<file path="src/rtl/y2bgra_pkg.sv">
// ----------------------------------------------------------------------------
// y2bgra_pkg: shared types and constants of the YUV 4:2:0 pair to BGRA unit
// Holds the transaction payload structs, the register map, the coefficient
// set and the internal widths of the fixed-point datapath.
// ----------------------------------------------------------------------------
package y2bgra_pkg;

    // Default number of fraction bits of the coefficients.
    localparam int FRAC_BITS_DEFAULT = 14;

    // Product of a 16-bit unsigned coefficient and a 9-bit signed difference.
    localparam int PROD_W = 26;
    // Sum of three products plus the rounding constant.
    localparam int SUM_W  = 28;

    localparam int CFG_INDEX_W = 3;
    localparam int CFG_DATA_W  = 16;

    // Register map.
    localparam logic [CFG_INDEX_W-1:0] REG_LUMA_GAIN     = 3'd0;
    localparam logic [CFG_INDEX_W-1:0] REG_LUMA_OFFSET   = 3'd1;
    localparam logic [CFG_INDEX_W-1:0] REG_CHROMA_OFFSET = 3'd2;
    localparam logic [CFG_INDEX_W-1:0] REG_CB_TO_BLUE    = 3'd3;
    localparam logic [CFG_INDEX_W-1:0] REG_CB_TO_GREEN   = 3'd4;
    localparam logic [CFG_INDEX_W-1:0] REG_CR_TO_GREEN   = 3'd5;
    localparam logic [CFG_INDEX_W-1:0] REG_CR_TO_RED     = 3'd6;

    localparam logic [15:0] LUMA_GAIN_RESET     = 16'd19077;
    localparam logic [7:0]  LUMA_OFFSET_RESET   = 8'd16;
    localparam logic [7:0]  CHROMA_OFFSET_RESET = 8'd128;
    localparam logic [15:0] CB_TO_BLUE_RESET    = 16'd33050;
    localparam logic [15:0] CB_TO_GREEN_RESET   = 16'd6419;
    localparam logic [15:0] CR_TO_GREEN_RESET   = 16'd13320;
    localparam logic [15:0] CR_TO_RED_RESET     = 16'd26149;

    localparam logic [7:0] ALPHA_OPAQUE = 8'd255;

    typedef struct packed {
        logic [7:0] luma_first;
        logic [7:0] luma_second;
        logic [7:0] cb_sample;
        logic [7:0] cr_sample;
        logic       second_present;
    } pair_t;

    typedef struct packed {
        logic [7:0] blue_first;
        logic [7:0] green_first;
        logic [7:0] red_first;
        logic [7:0] blue_second;
        logic [7:0] green_second;
        logic [7:0] red_second;
        logic       second_valid;
        logic [7:0] alpha_value;
    } bgra_t;

    typedef struct packed {
        logic [15:0] luma_gain;
        logic [7:0]  luma_offset;
        logic [7:0]  chroma_offset;
        logic [15:0] cb_to_blue;
        logic [15:0] cb_to_green;
        logic [15:0] cr_to_green;
        logic [15:0] cr_to_red;
    } cfg_t;

    // Chroma contributions shared by both pixels of a pair.
    typedef struct packed {
        logic signed [PROD_W-1:0] blue;
        logic signed [PROD_W-1:0] green_cb;
        logic signed [PROD_W-1:0] green_cr;
        logic signed [PROD_W-1:0] red;
    } chroma_terms_t;

    typedef struct packed {
        logic [7:0] blue;
        logic [7:0] green;
        logic [7:0] red;
    } pixel_t;

    // Pipeline stage enables handed from the top level to the datapath.
    typedef struct packed {
        logic s1_load;
        logic out_load;
    } pipe_ctrl_t;

endpackage

</file>
<file path="src/rtl/y2bgra_chroma.sv">
// ----------------------------------------------------------------------------
// y2bgra_chroma: chroma product stage
// Removes the chroma zero level from Cb and Cr and registers the four
// coefficient products that both pixel lanes share.
// ----------------------------------------------------------------------------
module y2bgra_chroma
    import y2bgra_pkg::*;
(
    input  logic          clk,
    input  logic          load,
    input  logic [7:0]    cb_sample,
    input  logic [7:0]    cr_sample,
    input  cfg_t          cfg,
    output chroma_terms_t terms
);

    logic signed [8:0]  u;
    logic signed [8:0]  v;
    chroma_terms_t      terms_reg;
    chroma_terms_t      terms_next;

    assign u = $signed({1'b0, cb_sample}) - $signed({1'b0, cfg.chroma_offset});
    assign v = $signed({1'b0, cr_sample}) - $signed({1'b0, cfg.chroma_offset});

    always_comb
    begin
        terms_next.blue     = $signed({1'b0, cfg.cb_to_blue})  * u;
        terms_next.green_cb = $signed({1'b0, cfg.cb_to_green}) * u;
        terms_next.green_cr = $signed({1'b0, cfg.cr_to_green}) * v;
        terms_next.red      = $signed({1'b0, cfg.cr_to_red})   * v;
    end

    always_ff @(posedge clk)
    begin
        if (load)
        begin
            terms_reg <= terms_next;
        end
    end

    assign terms = terms_reg;

endmodule

</file>
<file path="src/rtl/y2bgra_lane.sv">
// ----------------------------------------------------------------------------
// y2bgra_lane: one pixel lane
// Registers the scaled luma of one pixel, then adds the shared chroma
// terms and rounds and clamps blue, green and red to 8 bits.
// ----------------------------------------------------------------------------
module y2bgra_lane
    import y2bgra_pkg::*;
#(
    parameter int FRAC_BITS = FRAC_BITS_DEFAULT
)
(
    input  logic          clk,
    input  logic          load,
    input  logic [7:0]    luma,
    input  cfg_t          cfg,
    input  chroma_terms_t terms,
    output pixel_t        pix
);

    localparam logic signed [SUM_W-1:0] ROUND_HALF =
        SUM_W'(1) << (FRAC_BITS - 1);

    logic signed [8:0]        y_diff;
    logic signed [PROD_W-1:0] luma_reg;
    logic signed [PROD_W-1:0] luma_next;
    logic signed [SUM_W-1:0]  luma_ext;
    logic signed [SUM_W-1:0]  blue_sum;
    logic signed [SUM_W-1:0]  green_sum;
    logic signed [SUM_W-1:0]  red_sum;

    // Adds half an LSB, drops the fraction and saturates to 0..255.
    function automatic logic [7:0] round_clamp(input logic signed [SUM_W-1:0] sum);
        logic signed [SUM_W-1:0] t;
        logic signed [SUM_W-1:0] q;
        t = sum + ROUND_HALF;
        q = t >>> FRAC_BITS;
        if (t[SUM_W-1])
            return 8'd0;
        else if (|q[SUM_W-1:8])
            return 8'hFF;
        else
            return q[7:0];
    endfunction

    assign y_diff    = $signed({1'b0, luma}) - $signed({1'b0, cfg.luma_offset});
    assign luma_next = $signed({1'b0, cfg.luma_gain}) * y_diff;

    always_ff @(posedge clk)
    begin
        if (load)
        begin
            luma_reg <= luma_next;
        end
    end

    assign luma_ext  = SUM_W'(luma_reg);
    assign blue_sum  = luma_ext + SUM_W'(terms.blue);
    assign green_sum = luma_ext - SUM_W'(terms.green_cb) - SUM_W'(terms.green_cr);
    assign red_sum   = luma_ext + SUM_W'(terms.red);

    always_comb
    begin
        pix.blue  = round_clamp(blue_sum);
        pix.green = round_clamp(green_sum);
        pix.red   = round_clamp(red_sum);
    end

endmodule

</file>
<file path="src/rtl/y2bgra_merge.sv">
// ----------------------------------------------------------------------------
// y2bgra_merge: output register
// Combines the two lane results into one BGRA transaction, blanks the right
// pixel of a lone last pixel and adds the constant alpha.
// ----------------------------------------------------------------------------
module y2bgra_merge
    import y2bgra_pkg::*;
(
    input  logic       clk,
    input  pipe_ctrl_t ctrl,
    input  pixel_t     pix_first,
    input  pixel_t     pix_second,
    input  logic       second_present,
    output bgra_t      bgra
);

    bgra_t bgra_reg;
    bgra_t bgra_next;

    always_comb
    begin
        bgra_next.blue_first   = pix_first.blue;
        bgra_next.green_first  = pix_first.green;
        bgra_next.red_first    = pix_first.red;
        bgra_next.blue_second  = second_present ? pix_second.blue  : 8'd0;
        bgra_next.green_second = second_present ? pix_second.green : 8'd0;
        bgra_next.red_second   = second_present ? pix_second.red   : 8'd0;
        bgra_next.second_valid = second_present;
        bgra_next.alpha_value  = ALPHA_OPAQUE;
    end

    always_ff @(posedge clk)
    begin
        if (ctrl.out_load)
        begin
            bgra_reg <= bgra_next;
        end
    end

    assign bgra = bgra_reg;

endmodule

</file>
<file path="src/rtl/yuv420_pair_to_bgra_unit.sv">
// ----------------------------------------------------------------------------
// yuv420_pair_to_bgra_unit: fixed-point YUV 4:2:0 to BGRA pixel pair converter
// Converts one horizontal pixel pair (two luma samples, shared Cb and Cr)
// into blue, green, red and alpha for both pixels.
// ----------------------------------------------------------------------------
// Usage:
// The pair channel (pair_valid, pair_ready, pair) carries one pixel pair per
// transaction; the bgra channel (bgra_valid, bgra_ready, bgra) returns exactly
// one result transaction for each pair, in order.
// The unit is a two-stage pipeline: the first stage registers the coefficient
// products (one shared chroma unit and one luma multiplier per pixel lane),
// the second adds, rounds and clamps in both lanes and loads the output
// register. With bgra_ready held high a pair goes through both stages before
// it appears on bgra, and one pair is accepted every cycle.
// When the receiver stalls, the output register holds its transaction and the
// first stage keeps accepting until it is full as well; pair_ready then drops
// until bgra_ready returns.
// Reset empties both stages and loads the default BT.601 coefficient set.
// The configuration port (cfg_we, cfg_index, cfg_data) writes one register per
// cycle; indexes above the register map are ignored. Write it only while no
// transaction is in flight.
// ----------------------------------------------------------------------------
module yuv420_pair_to_bgra_unit
    import y2bgra_pkg::*;
#(
    parameter int FRAC_BITS = FRAC_BITS_DEFAULT
)
(
    input  logic                   clk,
    input  logic                   rst_n,
    input  logic                   cfg_we,
    input  logic [CFG_INDEX_W-1:0] cfg_index,
    input  logic [CFG_DATA_W-1:0]  cfg_data,
    input  logic                   pair_valid,
    output logic                   pair_ready,
    input  pair_t                  pair,
    output logic                   bgra_valid,
    input  logic                   bgra_ready,
    output bgra_t                  bgra
);

    cfg_t          cfg_reg;
    cfg_t          cfg_next;
    logic          s1_valid_reg;
    logic          s1_valid_next;
    logic          out_valid_reg;
    logic          out_valid_next;
    logic          second_present_reg;
    pipe_ctrl_t    ctrl;
    logic          s1_free;
    logic          out_free;
    chroma_terms_t terms;
    pixel_t        pix_first;
    pixel_t        pix_second;

    // Configuration registers: one write per cycle, unknown indexes dropped.
    always_comb
    begin
        cfg_next = cfg_reg;
        if (cfg_we)
        begin
            case (cfg_index)
                REG_LUMA_GAIN:     cfg_next.luma_gain     = cfg_data;
                REG_LUMA_OFFSET:   cfg_next.luma_offset   = cfg_data[7:0];
                REG_CHROMA_OFFSET: cfg_next.chroma_offset = cfg_data[7:0];
                REG_CB_TO_BLUE:    cfg_next.cb_to_blue    = cfg_data;
                REG_CB_TO_GREEN:   cfg_next.cb_to_green   = cfg_data;
                REG_CR_TO_GREEN:   cfg_next.cr_to_green   = cfg_data;
                REG_CR_TO_RED:     cfg_next.cr_to_red     = cfg_data;
                default:           cfg_next = cfg_reg;
            endcase
        end
    end

    always_ff @(posedge clk or negedge rst_n)
    begin
        if (!rst_n)
        begin
            cfg_reg.luma_gain     <= LUMA_GAIN_RESET;
            cfg_reg.luma_offset   <= LUMA_OFFSET_RESET;
            cfg_reg.chroma_offset <= CHROMA_OFFSET_RESET;
            cfg_reg.cb_to_blue    <= CB_TO_BLUE_RESET;
            cfg_reg.cb_to_green   <= CB_TO_GREEN_RESET;
            cfg_reg.cr_to_green   <= CR_TO_GREEN_RESET;
            cfg_reg.cr_to_red     <= CR_TO_RED_RESET;
        end
        else
        begin
            cfg_reg <= cfg_next;
        end
    end

    // Each stage advances when it is empty or when the stage behind it
    // takes its content, so the pipeline only backs up while bgra stalls.
    assign out_free      = !out_valid_reg || bgra_ready;
    assign s1_free       = !s1_valid_reg || out_free;
    assign pair_ready    = s1_free;
    assign ctrl.s1_load  = s1_free && pair_valid;
    assign ctrl.out_load = out_free && s1_valid_reg;

    assign s1_valid_next  = s1_free  ? pair_valid   : s1_valid_reg;
    assign out_valid_next = out_free ? s1_valid_reg : out_valid_reg;

    always_ff @(posedge clk or negedge rst_n)
    begin
        if (!rst_n)
        begin
            s1_valid_reg  <= 1'b0;
            out_valid_reg <= 1'b0;
        end
        else
        begin
            s1_valid_reg  <= s1_valid_next;
            out_valid_reg <= out_valid_next;
        end
    end

    // The lone-pixel flag travels alongside the first stage products.
    always_ff @(posedge clk)
    begin
        if (ctrl.s1_load)
        begin
            second_present_reg <= pair.second_present;
        end
    end

    y2bgra_chroma u_chroma (
        .clk       (clk),
        .load      (ctrl.s1_load),
        .cb_sample (pair.cb_sample),
        .cr_sample (pair.cr_sample),
        .cfg       (cfg_reg),
        .terms     (terms)
    );

    y2bgra_lane #(
        .FRAC_BITS (FRAC_BITS)
    ) u_lane_first (
        .clk   (clk),
        .load  (ctrl.s1_load),
        .luma  (pair.luma_first),
        .cfg   (cfg_reg),
        .terms (terms),
        .pix   (pix_first)
    );

    y2bgra_lane #(
        .FRAC_BITS (FRAC_BITS)
    ) u_lane_second (
        .clk   (clk),
        .load  (ctrl.s1_load),
        .luma  (pair.luma_second),
        .cfg   (cfg_reg),
        .terms (terms),
        .pix   (pix_second)
    );

    y2bgra_merge u_merge (
        .clk            (clk),
        .ctrl           (ctrl),
        .pix_first      (pix_first),
        .pix_second     (pix_second),
        .second_present (second_present_reg),
        .bgra           (bgra)
    );

    assign bgra_valid = out_valid_reg;

endmodule

</file>
<file path="config.mk">
export PLATFORM = sky130hd
export DESIGN_NAME = yuv420_pair_to_bgra_unit
export DESIGN_NICKNAME = d
export VERILOG_FILES = /design/src/rtl/y2bgra_pkg.sv /design/src/rtl/y2bgra_chroma.sv /design/src/rtl/y2bgra_lane.sv /design/src/rtl/y2bgra_merge.sv /design/src/rtl/yuv420_pair_to_bgra_unit.sv
export SDC_FILE = /design/constraint.sdc
export NUM_CORES = 2
export LEC_CHECK = 0
export BUFFER_PORTS_ARGS = -buffer_cell sky130_fd_sc_hd__buf_4
export CORE_UTILIZATION = 60
export CTS_CLUSTER_DIAMETER = 120
export DETAILED_ROUTE_END_ITERATION = 7
export PLACE_DENSITY = 0.77
export REMOVE_ABC_BUFFERS = 1
export SYNTH_ARGS = -nofsm -noshare
export SYNTH_HDL_FRONTEND = slang
export SYNTH_HIERARCHICAL = 1
export SYNTH_SLANG_ARGS = --single-unit
</file>
<file path="constraint.sdc">
create_clock -name clk -period 16.5 [get_ports clk]
set_clock_uncertainty 0.05 [all_clocks]
set_input_delay 1.65 -clock clk [delete_from_list [all_inputs] [get_ports clk]]
set_output_delay 1.65 -clock clk [all_outputs]
set_load 0.01 [all_outputs]
</file>
==> qor_table.md <==
| Result | Value |
|:---|:---|
| Number of placement rows | 105 |
| Sum of overflow across all layers after global routing | 0 |
| Largest net degree at the start of global routing | 68 |
| Total buffers and inverters traversed by the critical path | 5 |
| Number of synthesized flops with an enable pin | 206 |
| Number of post-CTS setup repair buffers | 0 |
| Final count of pins violating max slew | 0 |
| Most numerous cell on the critical path | sky130_fd_sc_hd__fa_1 |
| Setup repair after global routing missed its margin | no |
| Via density per instance | 5.94 |
| Worst slew slack as a fraction of its limit | 0.241 |
| Number of buffers inserted for hold repair after clock tree synthesis | 0 |
| Die Y-Extent | 292 um |
| Cells after Synth | 5109 |
| Worst-case clock buffer depth | 3 |
| Clock root buffer | sky130_fd_sc_hd__clkbuf_16 |
| Count of synthesis-stage warnings from yosys | 6 |
| Final weighted congestion in routability-driven placement | 0.926 |
| Antenna violations before repair | 1 |
| Critical path's top delay family | adder cells |
| Post-synthesis sequential element count | 304 |
| Min-Delay Endpoint | bgra_valid |
| Via count of the first global-routing pass | 37800 |
| Total wirelength of the detailed-routed design | 127000 um |
| Largest fanout of any net on the critical path | 18 |
| I/O pin count | 116 |
| Die area | 85200 um^2 |
| Cell Area, Synth | 50400 um^2 |
| Critical Path Source Type | primary input |
| Setup slack of the most critical reg-to-reg path | 8710 ps |
| Sequential element share of the synthesized area | 0.172 |
| Drt wl/cell | 20.4 um |
| Count of different cell masters after synthesis | 120 |
| Clock-pin slew on the worst setup and hold paths | 60 ps |
| First-pass iteration count of the detailed router | 6 |
| Worst min-delay path class | reg -> reg |
| Number of nets with antenna violations after detailed routing | 0 |
| Synthesized area per cell | 9.87 um^2 |
| Number of clock sinks | 304 |
| Setup slack of the critical path after layout | 8010 ps |
| Top area cells in the synthesized netlist | sky130_fd_sc_hd__fa_1, sky130_fd_sc_hd__ha_1, sky130_fd_sc_hd__edfxtp_1, sky130_fd_sc_hd__inv_1, sky130_fd_sc_hd__dfrtp_1 |
| Slew @ Worst Pin | 1140 ps |
| Proportion of register bits with asynchronous set or reset after synthesis | 0.322 |
| Starting DRT DRC Count | 2633 |
| CTS H-tree lvls | 2 |
| Number of I/O port buffers | 107 |
| Worst Hold Launch | s1_valid_reg |
| # resized after CTS | 0 |
| Fraction of post-synthesis cell area in the top cell type by area | 0.256 |
| CTS tree | done |
| Period minus WS final | 8490 ps |
| Horizontal die dimension | 292 um |
| Final Cycle Share | 0.514 |
| Required time worst endpoint | 16750 ps |
| Wire length of the first global-routing pass | 205000 um |
| Delay of the slowest critical-path stage | 590 ps |
| Area growth from synthesis to layout | 6.20% |
| Setup WS pre-CTS | 7480 ps |
| Fmax achieved | 0.118 GHz |
| Arrival time at the worst endpoint | 8730 ps |
| Start point of the critical path | pair[17] |
| Most used flip-flop cell after synthesis | sky130_fd_sc_hd__edfxtp_1 |
| Final Hold Slack | 438 ps |
| Kind of critical path | in -> reg |
| Max reg flops | 104 |
| Detail Placement HPWL | 102000 um |
| Number of inserted filler cells in the final layout | 6517 |
| Clk_lat worst skew | 580 ps |
| Final Net Count | 6537 |
| Count of endpoints failing hold in the final timing report | 0 |
| Starting Density | 0.610 |
| Outcome | complete, no violations |
| Routed via count | 37100 |
| CTS Buf Count | 40 |
| Cell with the largest stage delay on the worst path | sky130_fd_sc_hd__a2111oi_0 |
| Register-to-Register Path Depth | 28 |
| Final sum of negative setup slack | 0 ps |
| Type of element capturing the critical path | flip-flop |
| Final Setup Violations | 0 |
| GRT Overall Usage | 0.304 |
| Core area | 82600 um^2 |
| Reg-to-Reg End | u_lane_second/luma_reg[25] |
| Largest area contributor in the netlist | sky130_fd_sc_hd__fa_1 |
| Number of DRC violations after detailed routing | 0 |
| Fraction of final layout cells with drive strength greater than 1 | 0.0932 |
| Maxcap violations | 0 |
| Crit Reg-Reg Startpoint | cfg_reg[72] |
| Hold Crit Depth | 1 |
-- worst max-delay path by stage --
stage,to,slack [ps],cells after the start
floorplan,u_chroma/terms[44],7360,22
global placement,u_lane_second/luma_reg[25],7610,30
detailed placement,u_lane_second/luma_reg[25],7480,30
CTS,u_lane_second/luma_reg[25],8050,30
global route,u_lane_second/luma_reg[25],7610,30
finish,u_lane_second/luma_reg[25],8010,30
-- Yosys cell counts, types with 77 or more instances --
library cell               count
sky130_fd_sc_hd__inv_1       736
sky130_fd_sc_hd__ha_1        704
sky130_fd_sc_hd__fa_1        646
sky130_fd_sc_hd__nand2_1     323
sky130_fd_sc_hd__and2_1      270
sky130_fd_sc_hd__nand2b_1    241
sky130_fd_sc_hd__edfxtp_1    206
sky130_fd_sc_hd__a21oi_1     170
sky130_fd_sc_hd__nor2_1      160
sky130_fd_sc_hd__clkbuf_1    134
sky130_fd_sc_hd__xnor2_1     114
sky130_fd_sc_hd__nor3_1      111
sky130_fd_sc_hd__mux2_2      101
sky130_fd_sc_hd__o21ai_0      88
sky130_fd_sc_hd__and3_1       86
sky130_fd_sc_hd__a21o_1       80
sky130_fd_sc_hd__nand3_1      77
-- metal layers --
metal | vias up | wire [um] | track usage
met5 | - | 0 | 0
met4 | 0 | 4660 | 0.113
met3 | 229 | 11100 | 0.0751
li1 | 17100 | - | -
met2 | 1414 | 57700 | 0.481
met1 | 18300 | 53900 | 0.405
-- cells in the final DEF (no fill, tap or decap), types with 9 or more instances in the layout --
| cell type | count |
|---|---|
| sky130_fd_sc_hd__dfstp_2 | 30 |
| sky130_fd_sc_hd__dfrtp_1 | 68 |
| sky130_fd_sc_hd__clkbuf_16 | 41 |
| sky130_fd_sc_hd__o31ai_1 | 15 |
| sky130_fd_sc_hd__o21a_1 | 44 |
| sky130_fd_sc_hd__edfxtp_1 | 206 |
| sky130_fd_sc_hd__mux2_2 | 101 |
| sky130_fd_sc_hd__nor4_1 | 14 |
| sky130_fd_sc_hd__nand4_1 | 29 |
| sky130_fd_sc_hd__o211ai_1 | 13 |
| sky130_fd_sc_hd__nand2b_1 | 241 |
| sky130_fd_sc_hd__mux2i_1 | 62 |
| sky130_fd_sc_hd__nand2_1 | 323 |
| sky130_fd_sc_hd__ha_1 | 704 |
| sky130_fd_sc_hd__o21ai_1 | 23 |
| sky130_fd_sc_hd__o31a_1 | 9 |
| sky130_fd_sc_hd__buf_4 | 155 |
| sky130_fd_sc_hd__or3_1 | 32 |
| sky130_fd_sc_hd__nor3_1 | 110 |
| sky130_fd_sc_hd__and2_2 | 19 |
| sky130_fd_sc_hd__o21ai_0 | 85 |
| sky130_fd_sc_hd__xor2_1 | 63 |
| sky130_fd_sc_hd__nand3_1 | 77 |
| sky130_fd_sc_hd__o21bai_1 | 20 |
| sky130_fd_sc_hd__a21oi_1 | 170 |
| sky130_fd_sc_hd__nor2_1 | 160 |
| sky130_fd_sc_hd__nor2b_1 | 70 |
| sky130_fd_sc_hd__xnor2_1 | 112 |
| sky130_fd_sc_hd__fa_1 | 646 |
| sky130_fd_sc_hd__and2_1 | 268 |
| sky130_fd_sc_hd__a211oi_1 | 28 |
| sky130_fd_sc_hd__a21boi_0 | 9 |
| sky130_fd_sc_hd__nor3b_1 | 31 |
| sky130_fd_sc_hd__and3_1 | 86 |
| sky130_fd_sc_hd__mux2_4 | 10 |
| sky130_fd_sc_hd__inv_1 | 736 |
| sky130_fd_sc_hd__a31oi_1 | 23 |
| sky130_fd_sc_hd__or2_2 | 30 |
| sky130_fd_sc_hd__a21o_1 | 80 |
-- stage by stage --
step                      instance area (um^2)  std cells  utilization
after floorplan                          49600       4933            -
after detailed placement                 52200       6158        0.631
final                                    53600       6238        0.648
after global placement                   52200       6158        0.631
after CTS                                53500       6232        0.648
after global routing                     53500       6232        0.648
-- logic make-up (layout without fill, tap and decap cells) --
| group | count (synthesis) | in the layout | share of synthesized area |
|---|---|---|---|
| AO/OA/AOI/OAI | 636 | 636 | 0.0878 |
| multiplexers | 175 | 175 | 0.0383 |
| XOR/XNOR | 177 | 177 | 0.0307 |
| AND/OR/NAND/NOR | 1547 | 1547 | 0.169 |
| other | 1 | 14 | 0.0000744 |
| adder cells (fa/ha/maj) | 1350 | 1350 | 0.431 |
| flip-flops | 304 | 304 | 0.172 |
| buffers and inverters | 919 | 965 | 0.0711 |
-- final cells by class --
class | instances | area [um^2] | share of cell area
antenna | 6 | 15.0 | 0.000280
clock buffer | 50 | 1100 | 0.0205
clock inverter | 24 | 263 | 0.00491
inverter | 736 | 2760 | 0.0516
multi-input combinational | 3893 | 38200 | 0.714
sequential | 304 | 8680 | 0.162
tap | 1070 | 1340 | 0.0250
timing repair buffer | 155 | 1160 | 0.0217
Power is left out: the tool's default activity adds up to more than one toggle a clock period on the data nets, which glitch-free logic cannot reach.
